$ cat config.mk
export PLATFORM = sky130hd
export DESIGN_NAME = tint_ctrl
export DESIGN_NICKNAME = d
export VERILOG_FILES = /design/src/sv/tint_pkg.sv /design/src/sv/tint_ctrl.sv
export VERILOG_INCLUDE_DIRS = /design/src /design/src/sv
export SDC_FILE = /design/constraint.sdc
export NUM_CORES = 1
export LEC_CHECK = 0
export ABC_AREA = 1
export BUFFER_PORTS_ARGS = -buffer_cell sky130_fd_sc_hd__buf_4
export CORE_UTILIZATION = 45
export DETAILED_ROUTE_END_ITERATION = 10
export PLACE_DENSITY = 0.76
export RECOVER_POWER = 50
export REMOVE_ABC_BUFFERS = 1
export SYNTH_ARGS = -nofsm -noshare
export SYNTH_HDL_FRONTEND = slang
export SYNTH_SLANG_ARGS = --single-unit
$ cat constraint.sdc
create_clock -name aclk -period 1.7 [get_ports aclk]
set_input_delay 0.425 -clock aclk [delete_from_list [all_inputs] [get_ports aclk]]
set_output_delay 0.425 -clock aclk [all_outputs]
set_load 0.01 [all_outputs]
$ cat src/sv/table_interpolator_1d_2d_macros.svh
// Assertion macros for the table interpolator.
// Sampled on aclk, switched off while aresetn is low; no other dependencies.
`ifndef TABLE_INTERPOLATOR_1D_2D_MACROS_SVH
`define TABLE_INTERPOLATOR_1D_2D_MACROS_SVH

// Consequent must hold in the same cycle as the antecedent.
`define TINT_ASSERT_NOW(lbl, ante, cons) \
    lbl: assert property (@(posedge aclk) disable iff (!aresetn) (ante) |-> (cons)) \
        else $error("table interpolator check failed");

// Consequent must hold in the cycle after the antecedent.
`define TINT_ASSERT_NEXT(lbl, ante, cons) \
    lbl: assert property (@(posedge aclk) disable iff (!aresetn) (ante) |=> (cons)) \
        else $error("table interpolator check failed");

`endif

$ cat src/sv/tint_pkg.sv
// Shared constants, types and helper functions of the table interpolator.
// Used by tint_lerp, tint_dp, tint_ctrl and the top level; depends on nothing.
`default_nettype none

package tint_pkg;

    localparam int MAX_ROWS = 64;
    localparam int MAX_COLS = 16;
    localparam int DW       = 32;

    localparam int ROW_AW = $clog2(MAX_ROWS);
    localparam int COL_AW = $clog2(MAX_COLS);
    localparam int VAL_AW = $clog2(MAX_ROWS * MAX_COLS);
    localparam int ROW_CW = $clog2(MAX_ROWS + 2);
    localparam int COL_CW = $clog2(MAX_COLS + 2);
    localparam int IDX_W  = (ROW_CW > COL_CW) ? ROW_CW : COL_CW;

    localparam int TDATA_W = 3 * DW;

    localparam int CFG_IW = 2;
    localparam int CFG_DW = 7;

    localparam logic [CFG_IW-1:0] CFG_MODE = 2'd0;
    localparam logic [CFG_IW-1:0] CFG_ROWS = 2'd1;
    localparam logic [CFG_IW-1:0] CFG_COLS = 2'd2;

    localparam logic FUNC_LOAD   = 1'b0;
    localparam logic FUNC_LOOKUP = 1'b1;

    // Read slots: which table entries one read fetches and where they land
    typedef enum logic [2:0] {
        SL_LO, SL_HI, SL_SLO, SL_SHI, SL_A, SL_B, SL_C, SL_D
    } slot_t;

    typedef enum logic [3:0] {
        OP_NONE, OP_LOAD, OP_CLAMP, OP_SINIT, OP_SDEC, OP_SINC, OP_SSAVE,
        OP_L1, OP_L2, OP_L3, OP_CAP_R1, OP_CAP_R2,
        OP_RES_LO, OP_RES_HI, OP_RES_LERP
    } op_t;

    typedef struct packed {
        op_t   op;
        logic  rd_en;
        slot_t rd_slot;
        logic  srch_col;
        logic  take_in;
    } cmd_t;

    typedef struct packed {
        logic two_dim;
        logic key_le_lo;
        logic key_ge_hi;
        logic idx_gt1;
        logic idx_lt_top;
        logic data_gt_key;
        logic data_lt_key;
        logic lerp_busy;
    } status_t;

    function automatic logic [VAL_AW-1:0] val_addr(input logic [ROW_CW-1:0] row,
                                                   input logic [COL_CW-1:0] col);
        return VAL_AW'(int'(row) * MAX_COLS + int'(col));
    endfunction

endpackage

`default_nettype wire

$ cat src/sv/tint_ctrl.sv
// Controller of the table interpolator: sequences loads, searches, fetches and lerps.
// Issues tint_pkg::cmd_t to tint_dp and reads its status; depends on tint_pkg.
`default_nettype none
`include "table_interpolator_1d_2d_macros.svh"

module tint_ctrl (
    input  wire  logic               aclk,
    input  wire  logic               aresetn,
    input  wire  logic               s_tvalid,
    output logic                     s_tready,
    input  wire  logic               s_tuser,
    output logic                     m_tvalid,
    input  wire  logic               m_tready,
    input  wire  tint_pkg::status_t  status,
    output tint_pkg::cmd_t           cmd
);

    typedef enum logic [18:0] {
        ST_IDLE   = 19'h00001,
        ST_LOAD   = 19'h00002,
        ST_END_LO = 19'h00004,
        ST_END_HI = 19'h00008,
        ST_END_W  = 19'h00010,
        ST_EDGE   = 19'h00020,
        ST_SINIT  = 19'h00040,
        ST_DN     = 19'h00080,
        ST_DN_W   = 19'h00100,
        ST_DN_C   = 19'h00200,
        ST_UP     = 19'h00400,
        ST_UP_W   = 19'h00800,
        ST_UP_C   = 19'h01000,
        ST_SAVE   = 19'h02000,
        ST_FETCH  = 19'h04000,
        ST_FETCH_W = 19'h08000,
        ST_LERP   = 19'h10000,
        ST_LWAIT  = 19'h20000,
        ST_RESULT = 19'h40000
    } state_t;

    state_t         state_reg, state_next;
    logic           sel_reg, sel_next;
    logic [1:0]     fc_reg, fc_next;
    logic [1:0]     ph_reg, ph_next;
    tint_pkg::op_t  res_op_reg, res_op_next;
    logic           mvalid_reg, mvalid_next;
    logic           out_free;

    assign out_free = !mvalid_reg || m_tready;

    always_comb begin
        state_next   = state_reg;
        sel_next     = sel_reg;
        fc_next      = fc_reg;
        ph_next      = ph_reg;
        res_op_next  = res_op_reg;
        mvalid_next  = mvalid_reg && !m_tready;
        cmd.op       = tint_pkg::OP_NONE;
        cmd.rd_en    = 1'b0;
        cmd.rd_slot  = tint_pkg::SL_LO;
        cmd.srch_col = sel_reg;
        cmd.take_in  = 1'b0;
        case (state_reg)
            ST_IDLE: begin
                cmd.take_in = s_tvalid;
                if (s_tvalid) begin
                    state_next = (s_tuser == tint_pkg::FUNC_LOOKUP) ? ST_END_LO : ST_LOAD;
                end
            end
            ST_LOAD: begin
                cmd.op     = tint_pkg::OP_LOAD;
                state_next = ST_IDLE;
            end
            ST_END_LO: begin
                cmd.rd_en  = 1'b1;
                state_next = ST_END_HI;
            end
            ST_END_HI: begin
                cmd.rd_en   = 1'b1;
                cmd.rd_slot = tint_pkg::SL_HI;
                state_next  = ST_END_W;
            end
            ST_END_W: begin
                state_next = ST_EDGE;
            end
            ST_EDGE: begin
                sel_next = 1'b0;
                if (status.two_dim) begin
                    cmd.op     = tint_pkg::OP_CLAMP;
                    state_next = ST_SINIT;
                end else if (status.key_le_lo) begin
                    res_op_next = tint_pkg::OP_RES_LO;
                    state_next  = ST_RESULT;
                end else if (status.key_ge_hi) begin
                    res_op_next = tint_pkg::OP_RES_HI;
                    state_next  = ST_RESULT;
                end else begin
                    state_next = ST_SINIT;
                end
            end
            ST_SINIT: begin
                cmd.op     = tint_pkg::OP_SINIT;
                state_next = ST_DN;
            end
            ST_DN: begin
                if (status.idx_gt1) begin
                    cmd.rd_en   = 1'b1;
                    cmd.rd_slot = tint_pkg::SL_SLO;
                    state_next  = ST_DN_W;
                end else begin
                    state_next = ST_UP;
                end
            end
            ST_DN_W: begin
                state_next = ST_DN_C;
            end
            ST_DN_C: begin
                if (status.data_gt_key) begin
                    cmd.op     = tint_pkg::OP_SDEC;
                    state_next = ST_DN;
                end else begin
                    state_next = ST_UP;
                end
            end
            ST_UP: begin
                if (status.idx_lt_top) begin
                    cmd.rd_en   = 1'b1;
                    cmd.rd_slot = tint_pkg::SL_SHI;
                    state_next  = ST_UP_W;
                end else begin
                    state_next = ST_SAVE;
                end
            end
            ST_UP_W: begin
                state_next = ST_UP_C;
            end
            ST_UP_C: begin
                if (status.data_lt_key) begin
                    cmd.op     = tint_pkg::OP_SINC;
                    state_next = ST_UP;
                end else begin
                    state_next = ST_SAVE;
                end
            end
            ST_SAVE: begin
                cmd.op = tint_pkg::OP_SSAVE;
                if (status.two_dim && !sel_reg) begin
                    sel_next   = 1'b1;
                    state_next = ST_SINIT;
                end else begin
                    fc_next    = 2'd0;
                    state_next = ST_FETCH;
                end
            end
            ST_FETCH: begin
                cmd.rd_en = 1'b1;
                case (fc_reg)
                    2'd0:    cmd.rd_slot = tint_pkg::SL_A;
                    2'd1:    cmd.rd_slot = tint_pkg::SL_B;
                    2'd2:    cmd.rd_slot = tint_pkg::SL_C;
                    default: cmd.rd_slot = tint_pkg::SL_D;
                endcase
                fc_next = fc_reg + 1'b1;
                if (fc_reg == 2'd3) begin
                    state_next = ST_FETCH_W;
                end
            end
            ST_FETCH_W: begin
                ph_next    = 2'd1;
                state_next = ST_LERP;
            end
            ST_LERP: begin
                case (ph_reg)
                    2'd1:    cmd.op = tint_pkg::OP_L1;
                    2'd2:    cmd.op = tint_pkg::OP_L2;
                    default: cmd.op = tint_pkg::OP_L3;
                endcase
                state_next = ST_LWAIT;
            end
            ST_LWAIT: begin
                if (!status.lerp_busy) begin
                    if (status.two_dim && ph_reg == 2'd1) begin
                        cmd.op     = tint_pkg::OP_CAP_R1;
                        ph_next    = 2'd2;
                        state_next = ST_LERP;
                    end else if (status.two_dim && ph_reg == 2'd2) begin
                        cmd.op     = tint_pkg::OP_CAP_R2;
                        ph_next    = 2'd3;
                        state_next = ST_LERP;
                    end else begin
                        res_op_next = tint_pkg::OP_RES_LERP;
                        state_next  = ST_RESULT;
                    end
                end
            end
            ST_RESULT: begin
                if (out_free) begin
                    cmd.op      = res_op_reg;
                    mvalid_next = 1'b1;
                    state_next  = ST_IDLE;
                end
            end
            default: begin
                state_next = ST_IDLE;
            end
        endcase
    end

    always_ff @(posedge aclk) begin
        if (!aresetn) begin
            state_reg  <= ST_IDLE;
            sel_reg    <= 1'b0;
            fc_reg     <= 2'd0;
            ph_reg     <= 2'd1;
            res_op_reg <= tint_pkg::OP_RES_LERP;
            mvalid_reg <= 1'b0;
        end else begin
            state_reg  <= state_next;
            sel_reg    <= sel_next;
            fc_reg     <= fc_next;
            ph_reg     <= ph_next;
            res_op_reg <= res_op_next;
            mvalid_reg <= mvalid_next;
        end
    end

    assign s_tready = (state_reg == ST_IDLE);
    assign m_tvalid = mvalid_reg;

    `TINT_ASSERT_NOW(a_lerp_free, (cmd.op == tint_pkg::OP_L1 || cmd.op == tint_pkg::OP_L2 || cmd.op == tint_pkg::OP_L3), !status.lerp_busy)
    `TINT_ASSERT_NOW(a_out_free, (cmd.op == tint_pkg::OP_RES_LO || cmd.op == tint_pkg::OP_RES_HI || cmd.op == tint_pkg::OP_RES_LERP), out_free)
    `TINT_ASSERT_NEXT(a_lookup_start, (s_tvalid && s_tready && s_tuser == tint_pkg::FUNC_LOOKUP), (state_reg == ST_END_LO))

endmodule

`default_nettype wire

==> impl_metrics.yaml <==
timing:
  slew_viol_final: 0
  worst-slew-pin-transition_ns: 0.451
  worst_case_headroom_to_the_max_slew_limit_pct: 69.7
  tns_ns: -7.87
  min_period_ns: 2.32
  clock_skew_ns: 0.0116
  unrepaired_setup_endpoints_after_global_routing: "true"
  final_min_period_over_clock_period_pct: 137
  hold-worst-slack_ns: 0.300
  setup_viol: 31
  postLayoutSetupSlackWorst_ns: -0.623
  fmaxAchievable_ghz: 0.431
  finalHoldViolCount: 0
global_route:
  grt_pass1_vias: 2315
  antenna_violations_before_repair: 0
  grt_first_pass_wirelength_um: 11000
  grt.total_usage_pct: 34.5
  pin_count_of_the_biggest_net_entering_global_routing: 18
  grt_remaining_overflow: 0
place:
  place.detailed.hpwl_um: 4090
  gpl.final_weighted_congestion: 0.902
  port_buffers: 24
  dpl_ws_ns: -0.294
clocking:
  clkLatencyLatePin_ns: 0.29
  h-tree-depth: 1
  cts_num_sinks: 27
  tritoncts.num_buffers: 3
  clock-root-buffer: "sky130_fd_sc_hd__clkbuf_8"
  clk_pin_slew_ns: 0.11
  cts_tree: "built"
  clk_path_buf_depth: 2
critical_path:
  path_max_fanout: 4
  cp_common_cell: "sky130_fd_sc_hd__nor2_4"
  path_cells: "nor2_4 > nand2_4 > nor2_4 > nand2_2 > inv_4 > nand2_4 > nor2_4 > inv_1 > o211ai_1 > buf_4"
  crit_path_start_kind: "register"
  criticalPathCategory: "register to output pin"
  critPathRequiredTime_ns: 1.27
  endpoint_kind_of_the_worst_setup_timing_path: "output pin"
  critical-path-max-stage-delay_ns: 0.36
  critical_path_slowest_stage_cell: "sky130_fd_sc_hd__dfxtp_2"
  timing.critical_path.arrival_ns: 1.90
logic_synthesis:
  synth.cells.most_frequent: "sky130_fd_sc_hd__nand2_1, sky130_fd_sc_hd__inv_1, sky130_fd_sc_hd__nor2_1, sky130_fd_sc_hd__dfxtp_1, sky130_fd_sc_hd__nand3_1"
  post_synth.cell_area_avg_sq_um: 6.55
  synth_edf_count: 0
  top_post_synthesis_cells_by_area: "sky130_fd_sc_hd__dfxtp_1, sky130_fd_sc_hd__nand2_1, sky130_fd_sc_hd__inv_1, sky130_fd_sc_hd__nor2_1, sky130_fd_sc_hd__nand3_1"
  synth_top_area_share_pct: 30.4
  post_synthesis_cell_type_count: 32
  synth_top_flop_cell: "sky130_fd_sc_hd__dfxtp_1"
  synth-warning-count: 0
  post-synth-top-area-cell: "sky130_fd_sc_hd__dfxtp_1"
  async_flop_share_pct: 0
  synthMostInstantiatedCell: "sky130_fd_sc_hd__nand2_1"
  postSynthRegisterBits: 27
  syn-instance-count: 272
  synth.cell_area_sq_um: 1780
  sequential_to_total_area_share_from_yosys_stat_pct: 30.4
floorplanning:
  die_y_um: 64.9
  rows: 22
  ios: 25
  floorplan.die_area_sq_um: 4210
  die_x_um: 64.9
  floorplan.core_area_sq_um: 3720
  floorplan.initialDensity_pct: 47.9
cells_and_area:
  antennaDiodeCount: 0
  areaGrowthSynthToFinish_pct: 74.4
  largest_register_ffs: 19
  finish.net_count: 398
  final_layout_size_suffix_gt1_share_pct: 52.5
drt:
  route.final.wire_length_um: 8570
  wl_per_cell_um: 20.0
  ant_nets: 0
  iter_0_drt_violations: 378
  routed_via_density: 6.11
  drt_first_pass_iters: 5
  routed-via-count: 2621
  drt_drc_violations_left: 0
outcome:
  violated_checks: "setup timing"
  run_status: "finished with violations"
power_and_ir_drop:
  power.static_leakage_uw: 0.00155
  power_per_cell_area_nw_per_um2: 1160
  ir_worst_vdd_mv: 0.904
min_path:
  worstHoldPathType: "input port to register"
run:
  maxCapViolCount: 0
==> cells in the final DEF (no fill, tap or decap), drive strengths merged <==
cell type / count
a31oi: 1
dfxtp: 27
a21oi: 9
o211ai: 2
nand4: 11
buf: 106
clkbuf: 5
o2111ai: 1
nor2: 54
nor4: 1
and3: 3
nand3b: 2
o21ai: 10
nand2: 51
inv: 44
nor3: 16
clkinvlp: 1
or2: 2
ha: 3
nand3: 27
nor3b: 1
clkinv: 3
o22ai: 1
==> critical path, delay by kind of cell, from the launching register on <==
kind,cells,cell delay (ns)
AOI/OAI and AO/OA,1,0.16
buffers and inverters,3,0.37
DFF,1,0.36
and+or+nand+nor,6,0.72
==> timing repair <==
item                       CTS  global route
hold buffers                 0             0
gates resized for setup     53            62
setup buffers               29             8
cloned                       0             1
setup endpoints to repair   12            33
pin swaps                   35            20
==> where the power goes <==
group / total (uW) / switching [uW] / internal (uW) / leakage, uW
logic: 2460 / 1280 / 1180 / 0.00131
registers: 751 / 60.7 / 690 / 0.000225
clock network: 401 / 233 / 168 / 0.0000217
total: 3610 / 1570 / 2040 / 0.00155
==> per-layer routing <==
layer	track usage, %	vias up	routed length (um)
met3	7.04	87	891
li1	-	1097	-
met1	40.6	1198	3010
met4	16.7	0	679
met2	59.0	239	3990
met5	0	-	0
==> metrics by stage <==
step	area [sq um]	power [uW]	util, %	std cells
2_1_floorplan	1750	1510	-	268
3_3_place_gp	2400	2190	64.5	391
3_5_place_dp	2400	2200	64.5	391
4_1_cts	2840	3050	76.5	424
5_1_grt	3110	3730	83.6	429
6_report	3110	3610	83.6	429
==> final timing paths <==
check | slack, ns | endpoint | startpoint | depth (start not counted)
worst min-delay path | 0.30 | state_reg[1] | s_tuser | 2
worst max-delay path | -0.62 | cmd[9] | state_reg[0] | 10
worst max register to register | -0.48 | res_op_reg[1] | state_reg[0] | 15
worst min register to register | 0.49 | res_op_reg[0] | res_op_reg[0] | 2
==> layout make-up <==
| type | instances | area, sq um |
|---|---|---|
| Timing Repair inverter | 1 | 6.26 |
| Multi-Input combinational cell | 195 | 1330 |
| Inverter | 46 | 188 |
| Clock inverter | 1 | 7.51 |
| Tap cell | 48 | 60.1 |
| Clock buffer | 3 | 41.3 |
| Sequential cell | 27 | 558 |
| Timing Repair Buffer | 108 | 912 |
| Fill cell | 191 | 611 |
==> kinds of logic after synthesis <==
family | count (synthesis) | synth area share [%]
AOI/OAI and AO/OA | 24 | 7.38
buffers and inverters | 50 | 11.4
DFF | 27 | 30.4
adders and majority gates | 3 | 2.11
and+or+nand+nor | 168 | 48.8
No activity file was read; power rests on OpenSTA's default activity.
